--- config.mk ---
export PLATFORM = sky130hd
export DESIGN_NAME = kmeans_2d_lloyd_iteration
export DESIGN_NICKNAME = d
export VERILOG_FILES = /design/src/design/km2d_pkg.sv /design/src/design/km2d_div.sv /design/src/design/kmeans_2d_lloyd_iteration.sv
export SDC_FILE = /design/constraint.sdc
export NUM_CORES = 2
export LEC_CHECK = 0
export BUFFER_PORTS_ARGS = -buffer_cell sky130_fd_sc_hd__buf_2
export CAP_MARGIN = 25
export CORE_ASPECT_RATIO = 1.25
export CORE_UTILIZATION = 35
export DETAILED_ROUTE_END_ITERATION = 12
export PLACE_DENSITY = 0.53
export SLEW_MARGIN = 20
export SYNTH_ARGS = -nofsm -noshare
export SYNTH_HDL_FRONTEND = slang
export SYNTH_SLANG_ARGS = --single-unit
--- constraint.sdc ---
create_clock -name clock -period 70.6 [get_ports clock]
set_clock_uncertainty 0.1 [all_clocks]
set_input_delay 7.06 -clock clock [delete_from_list [all_inputs] [get_ports clock]]
set_output_delay 7.06 -clock clock [all_outputs]
set_load 0.01 [all_outputs]
--- src/design/km2d_pkg.sv ---
`default_nettype none
// ----------------------------------------------------------------------------
// km2d_pkg
// Shared widths, codes, types and states of the 2-D k-means iteration block.
// ----------------------------------------------------------------------------
package km2d_pkg;

   localparam int NUM_CLUSTERS  = 4;
   localparam int COORD_BITS    = 16;
   localparam int INDEX_BITS    = 10;
   localparam int PRIOR_DEPTH   = 1 << INDEX_BITS;
   localparam int COUNT_BITS    = 11;
   localparam int CLUSTER_BITS  = 5;
   localparam int CL_BITS       = (NUM_CLUSTERS > 1) ? $clog2(NUM_CLUSTERS) : 1;
   localparam int SUM_BITS      = COORD_BITS + COUNT_BITS;
   localparam int SQ_BITS       = 2 * COORD_BITS;
   localparam int DIST_BITS     = SQ_BITS + 1;
   localparam int STEP_BITS     = CL_BITS + 2;
   localparam int DIV_CNT_BITS  = $clog2(SUM_BITS + 1);

   localparam int REQ_FIELD_BITS = INDEX_BITS + 2 * COORD_BITS;
   localparam int REQ_DATA_BITS  = ((REQ_FIELD_BITS + 7) / 8) * 8;
   localparam int RSP_FIELD_BITS = CLUSTER_BITS + 2 * COORD_BITS + COUNT_BITS + 1;
   localparam int RSP_DATA_BITS  = ((RSP_FIELD_BITS + 7) / 8) * 8;

   localparam logic [COUNT_BITS-1:0] COUNT_MAX = '1;

   localparam logic FUNC_LOAD     = 1'b0;
   localparam logic FUNC_SAMPLE   = 1'b1;
   localparam logic KIND_SAMPLE   = 1'b0;
   localparam logic KIND_CENTROID = 1'b1;

   typedef struct packed {
      logic [REQ_DATA_BITS-REQ_FIELD_BITS-1:0] pad;
      logic [COORD_BITS-1:0]                   y;
      logic [COORD_BITS-1:0]                   x;
      logic [INDEX_BITS-1:0]                   index;
   } req_data_type;

   typedef struct packed {
      logic [RSP_DATA_BITS-RSP_FIELD_BITS-1:0] pad;
      logic                                    converged;
      logic [COUNT_BITS-1:0]                   member_count;
      logic [COORD_BITS-1:0]                   new_y;
      logic [COORD_BITS-1:0]                   new_x;
      logic [CLUSTER_BITS-1:0]                 cluster;
   } rsp_data_type;

   typedef struct packed {
      logic               valid;
      logic [CL_BITS-1:0] cluster;
   } prior_type;

   typedef struct packed {
      logic busy;
      logic done;
   } div_status_type;

   typedef enum logic [2:0] {
      ST_CLEAR,
      ST_IDLE,
      ST_DIST,
      ST_UPDATE,
      ST_RPT_X,
      ST_WAIT_X,
      ST_WAIT_Y,
      ST_EMIT
   } state_type;

endpackage
`default_nettype wire

--- src/design/km2d_div.sv ---
`default_nettype none
// ----------------------------------------------------------------------------
// km2d_div
// Restoring divider, one quotient bit per cycle, for the centroid means.
// ----------------------------------------------------------------------------
module km2d_div (
   input  wire logic                                clock,
   input  wire logic                                reset,
   input  wire logic                                start,
   input  wire logic [km2d_pkg::SUM_BITS-1:0]       dividend,
   input  wire logic [km2d_pkg::COUNT_BITS-1:0]     divisor,
   output km2d_pkg::div_status_type                 status,
   output logic [km2d_pkg::COORD_BITS-1:0]          quotient
);

   logic                                  busy_ff;
   logic                                  done_ff;
   logic [km2d_pkg::DIV_CNT_BITS-1:0]     cnt_ff;
   logic [km2d_pkg::SUM_BITS-1:0]         quo_ff;
   logic [km2d_pkg::COUNT_BITS-1:0]       rem_ff;
   logic [km2d_pkg::COUNT_BITS-1:0]       div_ff;

   logic [km2d_pkg::COUNT_BITS:0]         trial;
   logic [km2d_pkg::COUNT_BITS:0]         diff;
   logic                                  fits;
   logic [km2d_pkg::COUNT_BITS-1:0]       rem_in;

   always_comb begin
      trial  = {rem_ff, quo_ff[km2d_pkg::SUM_BITS-1]};
      diff   = trial - {1'b0, div_ff};
      fits   = trial >= {1'b0, div_ff};
      rem_in = fits ? diff[km2d_pkg::COUNT_BITS-1:0] : trial[km2d_pkg::COUNT_BITS-1:0];
   end

   always_ff @(posedge clock) begin
      if (reset) begin
         busy_ff <= 1'b0;
         done_ff <= 1'b0;
         cnt_ff  <= '0;
      end else begin
         done_ff <= 1'b0;
         if (start) begin
            busy_ff <= 1'b1;
            cnt_ff  <= '0;
         end else if (busy_ff) begin
            cnt_ff <= cnt_ff + 1'b1;
            if (cnt_ff == km2d_pkg::DIV_CNT_BITS'(km2d_pkg::SUM_BITS - 1)) begin
               busy_ff <= 1'b0;
               done_ff <= 1'b1;
            end
         end
      end
   end

   always_ff @(posedge clock) begin
      if (start) begin
         quo_ff <= dividend;
         rem_ff <= '0;
         div_ff <= divisor;
      end else if (busy_ff) begin
         quo_ff <= {quo_ff[km2d_pkg::SUM_BITS-2:0], fits};
         rem_ff <= rem_in;
      end
   end

   assign status.busy = busy_ff;
   assign status.done = done_ff;
   assign quotient    = quo_ff[km2d_pkg::COORD_BITS-1:0];

endmodule
`default_nettype wire

--- src/design/kmeans_2d_lloyd_iteration.sv ---
`default_nettype none
// ----------------------------------------------------------------------------
// kmeans_2d_lloyd_iteration
// One Lloyd k-means pass over 2-D Q0.16 points with a shared distance unit.
// ----------------------------------------------------------------------------
// usage
//   req channel: tuser = func (0 load centroid, 1 assign sample), tlast marks
//   the last sample of the pass, tdata = index, x, y
//   rsp channel: tuser = kind (0 assignment, 1 centroid report), tlast marks
//   the last result of a request, tdata = cluster, new_x, new_y, member_count,
//   converged
//   a load request gives no result
//   a sample request gives its result from the update state, and the next request
//   is taken once the block is back in the idle state: one squarer visits the x
//   and y distance of every centroid in turn, then come a pipeline register,
//   the update state and the idle state
//   the last sample then adds, for each non-empty cluster, two runs of the
//   one-bit-per-cycle divider that form x and then y of its mean
//   after reset the prior-assignment memory is swept, one entry per cycle, over
//   all PRIOR_DEPTH entries, with req_tready low
//   results sit in an output register; while the receiver stalls the block
//   carries on until it holds a new result and then waits with req_tready low
// ----------------------------------------------------------------------------
module kmeans_2d_lloyd_iteration (
   input  wire logic                                  clock,
   input  wire logic                                  reset,
   input  wire logic                                  req_tvalid,
   output logic                                       req_tready,
   input  wire logic [km2d_pkg::REQ_DATA_BITS-1:0]    req_tdata,  // index, x, y
   input  wire logic                                  req_tuser,  // func
   input  wire logic                                  req_tlast,  // last
   output logic                                       rsp_tvalid,
   input  wire logic                                  rsp_tready,
   output logic [km2d_pkg::RSP_DATA_BITS-1:0]         rsp_tdata,  // cluster, new_x, new_y,
                                                                  // member_count, converged
   output logic                                       rsp_tuser,  // kind
   output logic                                       rsp_tlast   // end_of_run
);

   localparam int K = km2d_pkg::NUM_CLUSTERS;
   localparam int CB = km2d_pkg::CL_BITS;
   localparam int CW = km2d_pkg::COORD_BITS;
   localparam int NB = km2d_pkg::COUNT_BITS;
   localparam int SB = km2d_pkg::SUM_BITS;

   km2d_pkg::state_type state_ff, state_in;
   km2d_pkg::req_data_type req_data;

   // model state
   logic [CW-1:0] cx_ff [K];
   logic [CW-1:0] cy_ff [K];
   logic [SB-1:0] sx_ff [K];
   logic [SB-1:0] sy_ff [K];
   logic [NB-1:0] cnt_ff [K];
   logic          unch_ff;

   // sequencer
   logic [km2d_pkg::INDEX_BITS-1:0] clr_ff;
   logic [km2d_pkg::STEP_BITS-1:0]  step_ff;
   logic [CB-1:0]                   sel_ff;
   logic                            sq_vld_ff;

   // payload
   logic [km2d_pkg::INDEX_BITS-1:0] idx_ff;
   logic [CW-1:0]                   px_ff, py_ff;
   logic                            last_ff;
   logic [km2d_pkg::SQ_BITS-1:0]    sq_ff;
   logic                            sq_y_ff;
   logic [CB-1:0]                   sq_cl_ff;
   logic [km2d_pkg::SQ_BITS-1:0]    part_ff;
   logic [km2d_pkg::DIST_BITS-1:0]  best_ff;
   logic [CB-1:0]                   best_idx_ff;
   logic [CW-1:0]                   qx_ff, qy_ff;

   km2d_pkg::prior_type prior_mem [km2d_pkg::PRIOR_DEPTH];
   km2d_pkg::prior_type prior_rd_ff;
   km2d_pkg::prior_type mem_wd;
   logic [km2d_pkg::INDEX_BITS-1:0] mem_wa;
   logic                            mem_we;

   logic                       rsp_tvalid_ff;
   km2d_pkg::rsp_data_type     rsp_data_ff;
   logic                       rsp_tuser_ff;
   logic                       rsp_tlast_ff;

   // strobes
   logic out_free, accept, load_fire, sample_fire, clr_run, clr_done;
   logic dist_done, upd_fire, emit_fire, div_start, empty_sel, last_sel;

   // distance unit
   logic [CB-1:0]                  a_cl;
   logic                           a_y, a_vld;
   logic [CW-1:0]                  a_c, a_p, a_d;
   logic [km2d_pkg::SQ_BITS-1:0]   a_sq;
   logic [km2d_pkg::DIST_BITS-1:0] b_total;

   // update
   logic [NB-1:0]  u_cur, u_cnt;
   logic           u_sat, u_changed, u_conv;

   // divider
   logic [SB-1:0]                  div_dividend;
   km2d_pkg::div_status_type       div_status;
   logic [CW-1:0]                  div_q;

   assign req_data = km2d_pkg::req_data_type'(req_tdata);
   assign out_free = !rsp_tvalid_ff || rsp_tready;
   assign accept   = req_tvalid && req_tready;
   assign clr_done = clr_ff == km2d_pkg::INDEX_BITS'(km2d_pkg::PRIOR_DEPTH - 1);
   assign dist_done = step_ff == km2d_pkg::STEP_BITS'(2 * K);
   assign empty_sel = cnt_ff[sel_ff] == '0;
   assign last_sel  = sel_ff == CB'(K - 1);

   // next state
   always_comb begin
      state_in = state_ff;
      unique case (state_ff)
         km2d_pkg::ST_CLEAR:  if (clr_done) state_in = km2d_pkg::ST_IDLE;
         km2d_pkg::ST_IDLE:   if (req_tvalid && req_tuser == km2d_pkg::FUNC_SAMPLE)
                                 state_in = km2d_pkg::ST_DIST;
         km2d_pkg::ST_DIST:   if (dist_done) state_in = km2d_pkg::ST_UPDATE;
         km2d_pkg::ST_UPDATE: if (out_free)
                                 state_in = last_ff ? km2d_pkg::ST_RPT_X : km2d_pkg::ST_IDLE;
         km2d_pkg::ST_RPT_X:  state_in = empty_sel ? km2d_pkg::ST_EMIT : km2d_pkg::ST_WAIT_X;
         km2d_pkg::ST_WAIT_X: if (div_status.done) state_in = km2d_pkg::ST_WAIT_Y;
         km2d_pkg::ST_WAIT_Y: if (div_status.done) state_in = km2d_pkg::ST_EMIT;
         km2d_pkg::ST_EMIT:   if (out_free)
                                 state_in = last_sel ? km2d_pkg::ST_IDLE : km2d_pkg::ST_RPT_X;
         default:             state_in = km2d_pkg::ST_IDLE;
      endcase
   end

   // outputs of the sequencer
   always_comb begin
      req_tready = 1'b0;
      clr_run    = 1'b0;
      upd_fire   = 1'b0;
      emit_fire  = 1'b0;
      div_start  = 1'b0;
      unique case (state_ff)
         km2d_pkg::ST_CLEAR:  clr_run = 1'b1;
         km2d_pkg::ST_IDLE:   req_tready = 1'b1;
         km2d_pkg::ST_UPDATE: upd_fire = out_free;
         km2d_pkg::ST_RPT_X:  div_start = !empty_sel;
         km2d_pkg::ST_WAIT_X: div_start = div_status.done;
         km2d_pkg::ST_EMIT:   emit_fire = out_free;
         default: ;
      endcase
   end

   assign load_fire   = accept && req_tuser == km2d_pkg::FUNC_LOAD
                        && req_data.index < km2d_pkg::INDEX_BITS'(K);
   assign sample_fire = accept && req_tuser == km2d_pkg::FUNC_SAMPLE;

   always_ff @(posedge clock) begin
      if (reset) state_ff <= km2d_pkg::ST_CLEAR;
      else       state_ff <= state_in;
   end

   // shared distance unit: one squared coordinate difference per cycle
   always_comb begin
      a_cl    = step_ff[CB:1];
      a_y     = step_ff[0];
      a_vld   = (state_ff == km2d_pkg::ST_DIST) && (step_ff < km2d_pkg::STEP_BITS'(2 * K));
      a_c     = a_y ? cy_ff[a_cl] : cx_ff[a_cl];
      a_p     = a_y ? py_ff : px_ff;
      a_d     = (a_c > a_p) ? a_c - a_p : a_p - a_c;
      a_sq    = km2d_pkg::SQ_BITS'(a_d) * km2d_pkg::SQ_BITS'(a_d);
      b_total = km2d_pkg::DIST_BITS'(part_ff) + km2d_pkg::DIST_BITS'(sq_ff);
   end

   // update of the winning cluster
   always_comb begin
      u_cur     = cnt_ff[best_idx_ff];
      u_sat     = u_cur == km2d_pkg::COUNT_MAX;
      u_cnt     = u_sat ? u_cur : u_cur + 1'b1;
      u_changed = !prior_rd_ff.valid || prior_rd_ff.cluster != best_idx_ff;
      u_conv    = unch_ff && !u_changed;
   end

   assign div_dividend = ((state_ff == km2d_pkg::ST_WAIT_X) ? sy_ff[sel_ff] : sx_ff[sel_ff])
                         + SB'(cnt_ff[sel_ff] >> 1);

   km2d_div u_div (
      .clock    (clock),
      .reset    (reset),
      .start    (div_start),
      .dividend (div_dividend),
      .divisor  (cnt_ff[sel_ff]),
      .status   (div_status),
      .quotient (div_q)
   );

   // control and model state
   always_ff @(posedge clock) begin
      if (reset) begin
         for (int i = 0; i < K; i++) begin
            cx_ff[i]  <= '0;
            cy_ff[i]  <= '0;
            sx_ff[i]  <= '0;
            sy_ff[i]  <= '0;
            cnt_ff[i] <= '0;
         end
         unch_ff   <= 1'b1;
         clr_ff    <= '0;
         step_ff   <= '0;
         sel_ff    <= '0;
         sq_vld_ff <= 1'b0;
      end else begin
         if (clr_run) clr_ff <= clr_ff + 1'b1;
         if (load_fire) begin
            cx_ff[req_data.index[CB-1:0]] <= req_data.x;
            cy_ff[req_data.index[CB-1:0]] <= req_data.y;
         end
         if (sample_fire) step_ff <= '0;
         else if (state_ff == km2d_pkg::ST_DIST) step_ff <= step_ff + 1'b1;
         sq_vld_ff <= a_vld;
         if (upd_fire) begin
            cnt_ff[best_idx_ff] <= u_cnt;
            if (!u_sat) begin
               sx_ff[best_idx_ff] <= sx_ff[best_idx_ff] + SB'(px_ff);
               sy_ff[best_idx_ff] <= sy_ff[best_idx_ff] + SB'(py_ff);
            end
            unch_ff <= u_conv;
            sel_ff  <= '0;
         end
         if (emit_fire) begin
            cx_ff[sel_ff]  <= qx_ff;
            cy_ff[sel_ff]  <= qy_ff;
            sx_ff[sel_ff]  <= '0;
            sy_ff[sel_ff]  <= '0;
            cnt_ff[sel_ff] <= '0;
            sel_ff         <= sel_ff + 1'b1;
            if (last_sel) unch_ff <= 1'b1;
         end
      end
   end

   // datapath payload
   always_ff @(posedge clock) begin
      if (sample_fire) begin
         idx_ff  <= req_data.index;
         px_ff   <= req_data.x;
         py_ff   <= req_data.y;
         last_ff <= req_tlast;
      end
      if (a_vld) begin
         sq_ff    <= a_sq;
         sq_y_ff  <= a_y;
         sq_cl_ff <= a_cl;
      end
      if (sq_vld_ff) begin
         if (!sq_y_ff) begin
            part_ff <= sq_ff;
         end else if (sq_cl_ff == '0 || b_total < best_ff) begin
            best_ff     <= b_total;
            best_idx_ff <= sq_cl_ff;
         end
      end
      if (state_ff == km2d_pkg::ST_RPT_X && empty_sel) begin
         qx_ff <= cx_ff[sel_ff];
         qy_ff <= cy_ff[sel_ff];
      end
      if (state_ff == km2d_pkg::ST_WAIT_X && div_status.done) qx_ff <= div_q;
      if (state_ff == km2d_pkg::ST_WAIT_Y && div_status.done) qy_ff <= div_q;
   end

   // prior-assignment memory
   always_comb begin
      mem_we = clr_run || upd_fire;
      mem_wa = clr_run ? clr_ff : idx_ff;
      mem_wd.valid   = !clr_run;
      mem_wd.cluster = clr_run ? '0 : best_idx_ff;
   end

   always_ff @(posedge clock) begin
      if (mem_we) prior_mem[mem_wa] <= mem_wd;
      prior_rd_ff <= prior_mem[idx_ff];
   end

   // result register
   always_ff @(posedge clock) begin
      if (reset) begin
         rsp_tvalid_ff <= 1'b0;
      end else if (upd_fire || emit_fire) begin
         rsp_tvalid_ff <= 1'b1;
      end else if (rsp_tready) begin
         rsp_tvalid_ff <= 1'b0;
      end
   end

   always_ff @(posedge clock) begin
      if (upd_fire) begin
         rsp_data_ff.pad          <= '0;
         rsp_data_ff.converged    <= u_conv;
         rsp_data_ff.member_count <= u_cnt;
         rsp_data_ff.new_y        <= '0;
         rsp_data_ff.new_x        <= '0;
         rsp_data_ff.cluster      <= km2d_pkg::CLUSTER_BITS'(best_idx_ff);
         rsp_tuser_ff             <= km2d_pkg::KIND_SAMPLE;
         rsp_tlast_ff             <= !last_ff;
      end else if (emit_fire) begin
         rsp_data_ff.pad          <= '0;
         rsp_data_ff.converged    <= unch_ff;
         rsp_data_ff.member_count <= cnt_ff[sel_ff];
         rsp_data_ff.new_y        <= qy_ff;
         rsp_data_ff.new_x        <= qx_ff;
         rsp_data_ff.cluster      <= km2d_pkg::CLUSTER_BITS'(sel_ff);
         rsp_tuser_ff             <= km2d_pkg::KIND_CENTROID;
         rsp_tlast_ff             <= last_sel;
      end
   end

   assign rsp_tvalid = rsp_tvalid_ff;
   assign rsp_tdata  = rsp_data_ff;
   assign rsp_tuser  = rsp_tuser_ff;
   assign rsp_tlast  = rsp_tlast_ff;

   // checks
   a_div_start_idle: assert property (@(posedge clock) disable iff (reset)
      div_start |-> !div_status.busy)
      else $error("divider started while busy");

   a_sweep_silent: assert property (@(posedge clock) disable iff (reset)
      state_ff == km2d_pkg::ST_CLEAR |-> !rsp_tvalid && !req_tready)
      else $error("activity during memory sweep");

   a_sample_busy: assert property (@(posedge clock) disable iff (reset)
      sample_fire |=> !req_tready)
      else $error("ready right after a sample request");

endmodule
`default_nettype wire

Word-level counts from Yosys, hierarchy flattened
Memories as Yosys holds them, arrays and structs flattened. A register that Yosys moved wholly into a read port is not among the register bits.
Cells that the tools add are included.
{"block": "word_totals", "output_inout_bits": 60, "romBits": 0, "ramBits": 3460, "mem_count": 6, "regBits": 303, "word_cells": 233, "latch_bits": 0}
{"memory": "prior_mem", "depth": 1024, "word_bits": 3, "rd": 1, "rd_clocked_by_memory_dff": 1, "write_ports": 1, "line_no": "kmeans_2d_lloyd_iteration.sv:75", "source": "km2d_pkg::prior_type prior_mem [km2d_pkg::PRIOR_DEPTH];"}
{"memory": "sx_ff", "depth": 4, "word_bits": 27, "rd": 2, "rd_clocked_by_memory_dff": 2, "write_ports": 4, "line_no": "kmeans_2d_lloyd_iteration.sv:52", "source": "logic [SB-1:0] sx_ff [K];"}
{"memory": "sy_ff", "depth": 4, "word_bits": 27, "rd": 2, "rd_clocked_by_memory_dff": 2, "write_ports": 4, "line_no": "kmeans_2d_lloyd_iteration.sv:53", "source": "logic [SB-1:0] sy_ff [K];"}
{"memory": "cx_ff", "depth": 4, "word_bits": 16, "rd": 2, "rd_clocked_by_memory_dff": 2, "write_ports": 4, "line_no": "kmeans_2d_lloyd_iteration.sv:50", "source": "logic [CW-1:0] cx_ff [K];"}
{"memory": "cy_ff", "depth": 4, "word_bits": 16, "rd": 2, "rd_clocked_by_memory_dff": 2, "write_ports": 4, "line_no": "kmeans_2d_lloyd_iteration.sv:51", "source": "logic [CW-1:0] cy_ff [K];"}
{"memory": "cnt_ff", "depth": 4, "word_bits": 11, "rd": 2, "rd_clocked_by_memory_dff": 2, "write_ports": 4, "line_no": "kmeans_2d_lloyd_iteration.sv:54", "source": "logic [NB-1:0] cnt_ff [K];"}
{"block": "classes", "shift": 0, "addsub": 12, "n_mul": 1, "muxes": 109, "n_reduce_logical": 45, "bitwise_logic": 3, "div": 0, "magnitude_cmp": 5, "eq_ne": 20}
{"cell": "27-bit two-way mux", "count": 7}
{"cell": "16-bit two-way mux", "count": 11}
{"cell": "27-bit OR reduction", "count": 4}
{"cell": "49-bit two-way mux", "count": 2}
{"cell": "16-bit OR reduction", "count": 4}
{"cell": "2-bit two-way mux", "count": 31}
{"cell": "27-bit by 16-bit adder with 27-bit output", "count": 2}
{"cell": "11-bit two-way mux", "count": 4}
{"cell": "1-bit two-way mux", "count": 42}
{"cell": "32-bit by 32-bit adder with 33-bit output", "count": 1}
{"cell": "33-bit less-than comparator", "count": 1}
{"cell": "16-bit by 16-bit multiplier with 32-bit output", "count": 1}
{"cell": "16-bit subtractor", "count": 2}
{"cell": "27-bit by 10-bit adder with 27-bit output", "count": 1}
{"cell": "3-bit two-way mux", "count": 9}
{"cell": "3-bit one-hot mux with 8 select lines", "count": 1}
{"cell": "11-bit OR reduction", "count": 2}
{"cell": "16-bit greater-than comparator", "count": 1}
{"cell": "3-bit equality test, second input constant", "count": 4}
{"cell": "12-bit by 11-bit >= comparator with 1-bit output", "count": 1}
{"cell": "11-bit by 1-bit adder with 11-bit output, second input constant", "count": 1}
{"cell": "11-bit equality test, second input constant", "count": 1}
{"cell": "11-bit logical NOT", "count": 1}
{"cell": "11-bit subtractor", "count": 1}
{"cell": "other kinds (29)", "count": 60}

Longest topological paths before layout
{"block": "logic_depth", "word_depth": 11, "depth_mapped": 44}

By module
A second synthesis with hierarchy kept.
{"block": "hier_totals", "hier_cells": 9722, "area_unflattened_um2": 166522.2}
{"module": "kmeans_2d_lloyd_iteration", "area_each_um2": 163305.4, "instances": 1, "seq_area_each_um2": 110886.3, "cells_per_inst": 9439}
{"module": "km2d_div", "area_each_um2": 3216.8, "instances": 1, "seq_area_each_um2": 1501.4, "cells_per_inst": 283}

Least setup slack after synthesis
OpenSTA, ideal clock, no wires.
{"block": "synth_path", "kind": "register -> register", "from": "register state_ff[0]", "to": "memory prior_mem[0][0] (netlist name), data pin", "arrival_time_ns": 29.905, "t_required_ns": 67.636, "stages_incl_launch_ff": 6, "period_less_slack_ns": 32.868, "setup_time_ns": 2.864, "slack_ns": 37.732, "cell_sequence": "dfxtp_1 > clkbuf_1 > nor3_1 > inv_2 > clkbuf_1 > and2_1"}
{"element": "start, declared", "line_no": "kmeans_2d_lloyd_iteration.sv:46", "source": "km2d_pkg::state_type state_ff, state_in;"}
{"element": "start signal, assigned", "line_no": "kmeans_2d_lloyd_iteration.sv:156", "source": "if (reset) state_ff <= km2d_pkg::ST_CLEAR;"}
{"element": "start signal, assigned", "line_no": "kmeans_2d_lloyd_iteration.sv:157", "source": "else state_ff <= state_in;"}
{"element": "end, declared", "line_no": "kmeans_2d_lloyd_iteration.sv:75"}

==> metrics.txt <==
Pwr Density 29.2 nW/µm²; first-pass GRT wire length 645000 µm; Die W 617 µm; main flop type after synthesis edfxtp_1; Hold Crit Class flop to flop; initial antenna violation count 31; Tot Pwr 5450 µW; setup violators final 0; GR Overflow Total 0; synth-to-layout area growth 12.8%; Peak VDD IR 0.0584 mV; Req. time, crit path 71.18 ns; area leader, netlist edfxtp_1; CTS buffer count 394; # IOs 114; Setup crit end kind flop; iteration count of the initial detailed-routing pass 6; Setup TNS 0 ns; layout cells sized above 1 22.2%; YS warnings 0; Synth top area share 67.0%; CTS tree done; Max Clk Rate 82.8 MHz; final worst slack 58.52 ns; Routed Antenna Nets 0; min Tclk post-route 12.08 ns; Clock Sink Count 3770; die height 771 µm; maxcap violations 0; # rows 281; Core ar. 469000 µm²; most frequent cells in the layout edfxtp_1, nor2_1, mux4_2; GP Congestion 0.811; number of H-tree levels 5; Crit Path Category flop to flop; drt wl/cell 27.3 µm; post-CTS setup buffers 0; Tot GR Track Use 18.5%; Seq cells post-synth 3770; Least-Margin Pin Slew 1.16 ns; HPWL Detailed 268000 µm; die area 475000 µm²; final slew viol count 0; outcome completed; final net count 10200; worst slack, placed 58.24 ns; Buffers on Ports 97; CP most frequent cell fa_1; Hold-fix buffers, CTS 0; Filler Cell Count 42300; maximum fanout along the worst path 32; Final Cycle Share 17.1%; largest net degree at the start of global routing 246; vias 87300; CP arrival 12.66 ns; CTS root buffer clkbuf_16; register area share after synthesis 68.0%; P_leak 0.0688 µW; synthesized area per cell 17.3 µm²; Synth Instances 9580; Worst-path clk slew 0.06 ns; CTS Buffer Depth 4; Crit-path slowest cell o31ai_2; Post-synth EDFFs 3688; Synth cell types 80; most common cell after layout, fill and taps aside edfxtp_1; Skew-Pair Late Insertion Delay 1.01 ns; Initial Utilization 35.2%; Via-to-Cell Ratio 5.37; Slew HR 22.7%; Starting DRT DRC Count 7954; Final Hold Vio Count 0; RSZ-0062 raised after global routing false; DRC violation count after routing 0; post-synthesis cell area 165000 µm²; Min-Delay Startpoint rsp_tdata[14]$_SDFFE_PP0P_; top cells by area, synth edfxtp_1, mux4_2, nor2_1; Startpoint Class flop; CP max stage delay 0.77 ns; post-CTS resize count 0; FFs w/ async S/R, synth 0%; vias in the first global route 92600; Routed WL 444000 µm
==> through the flow <==
step	std cells	hold WS [ns]	area [µm²]	util, %
CTS	16300	0.337	186000	39.7
detailed placement	15500	0.329	173000	37.0
global route	16300	0.353	187000	39.7
floorplan	9589	0.333	165000	-
global placement	15500	0.327	173000	36.9
finish	16300	0.334	187000	39.8
==> synthesized netlist by cell type, drive strengths merged, types with 7 or more instances <==
cell type  instances
edfxtp          3688
nor2            1556
mux4            1175
nand2            430
inv              425
clkbuf           409
ha               255
buf              188
fa               168
o21ai            128
a21oi            125
xnor2             95
dfxtp             82
nand3             81
xor2              71
mux2              61
nand2b            58
nor3              56
mux2i             55
a21o              50
a22oi             45
and2              29
o21a              27
nor2b             26
or3               26
o211ai            25
and3              20
nand4             19
o22ai             18
a31oi             17
o31ai             17
or2               16
a211oi            13
a21boi            13
o21bai            13
nor4              11
a41oi              8
nor3b              8
a2111oi            7
a221oi             7
nand3b             7
==> power by group <==
group | internal (µW) | total, µW | switching, µW
Sequential | 2480 | 2490 | 5.17
Combinational | 375 | 883 | 508
Clock | 1200 | 2090 | 885
==> logic make-up (layout without fill, tap and decap cells) <==
group | count (synthesis) | after routing | synth area share [%]
buffers and inverters | 1024 | 1474 | 2.46
AOI/OAI and AO/OA | 551 | 551 | 2.16
adders and majority gates | 423 | 423 | 3.96
muxes | 1291 | 1291 | 16.7
DFF | 3770 | 3770 | 68.0
other | 1 | 23 | 0.00227
and+or+nand+nor | 2354 | 2354 | 5.82
xor gates and xnor gates | 166 | 166 | 0.884
==> worst max-delay path: cells and delay by family, from the launching register on <==
family                     cells  cell delay, ns
adders and majority gates      9            4.11
AOI/OAI and AO/OA             13            3.84
buffers and inverters          7            1.23
muxes                          2            1.01
and+or+nand+nor                5            0.94
DFF                            1            0.31
xor gates and xnor gates       2            0.24
==> worst paths after layout <==
path | end | cells past startpoint | slack, ns
worst max-delay path | sq_ff[30]$_DFFE_PP_ | 38 | 58.52
worst min-delay path | rsp_tdata[14]$_SDFFE_PP0P_ | 2 | 0.33
worst max register to register | sq_ff[30]$_DFFE_PP_ | 38 | 58.52
worst min register to register | rsp_tdata[14]$_SDFFE_PP0P_ | 2 | 0.33
==> flip-flops by register name, indices dropped and copies added, names as in the netlist, 33 cells and up, named ones only <==
name       flops
sy_ff        108
cy_ff         64
prior_mem   3072
sx_ff        108
cx_ff         64
cnt_ff        44
rsp_tdata     46
best_ff       33
==> metal layers <==
metal / share of wire (%) / global-route usage [%]
met5: 0.011 / 0
met4: 2.8 / 5.00
met3: 5.8 / 2.74
met2: 51 / 32.3
met1: 40 / 23.9
==> layout make-up <==
class / instances / area, µm² / area share [%]
inverters: 427 / 1620 / 0.868
clock buffers: 491 / 10500 / 5.64
clock inverters: 229 / 2360 / 1.26
repair buffers: 327 / 2500 / 1.34
diodes: 13 / 32.5 / 0.0174
flip-flops and latches: 3770 / 112000 / 60.2
multi-input cells: 4795 / 49400 / 26.5
well taps: 6226 / 7790 / 4.17
No activity file was read; power rests on OpenSTA's default activity.
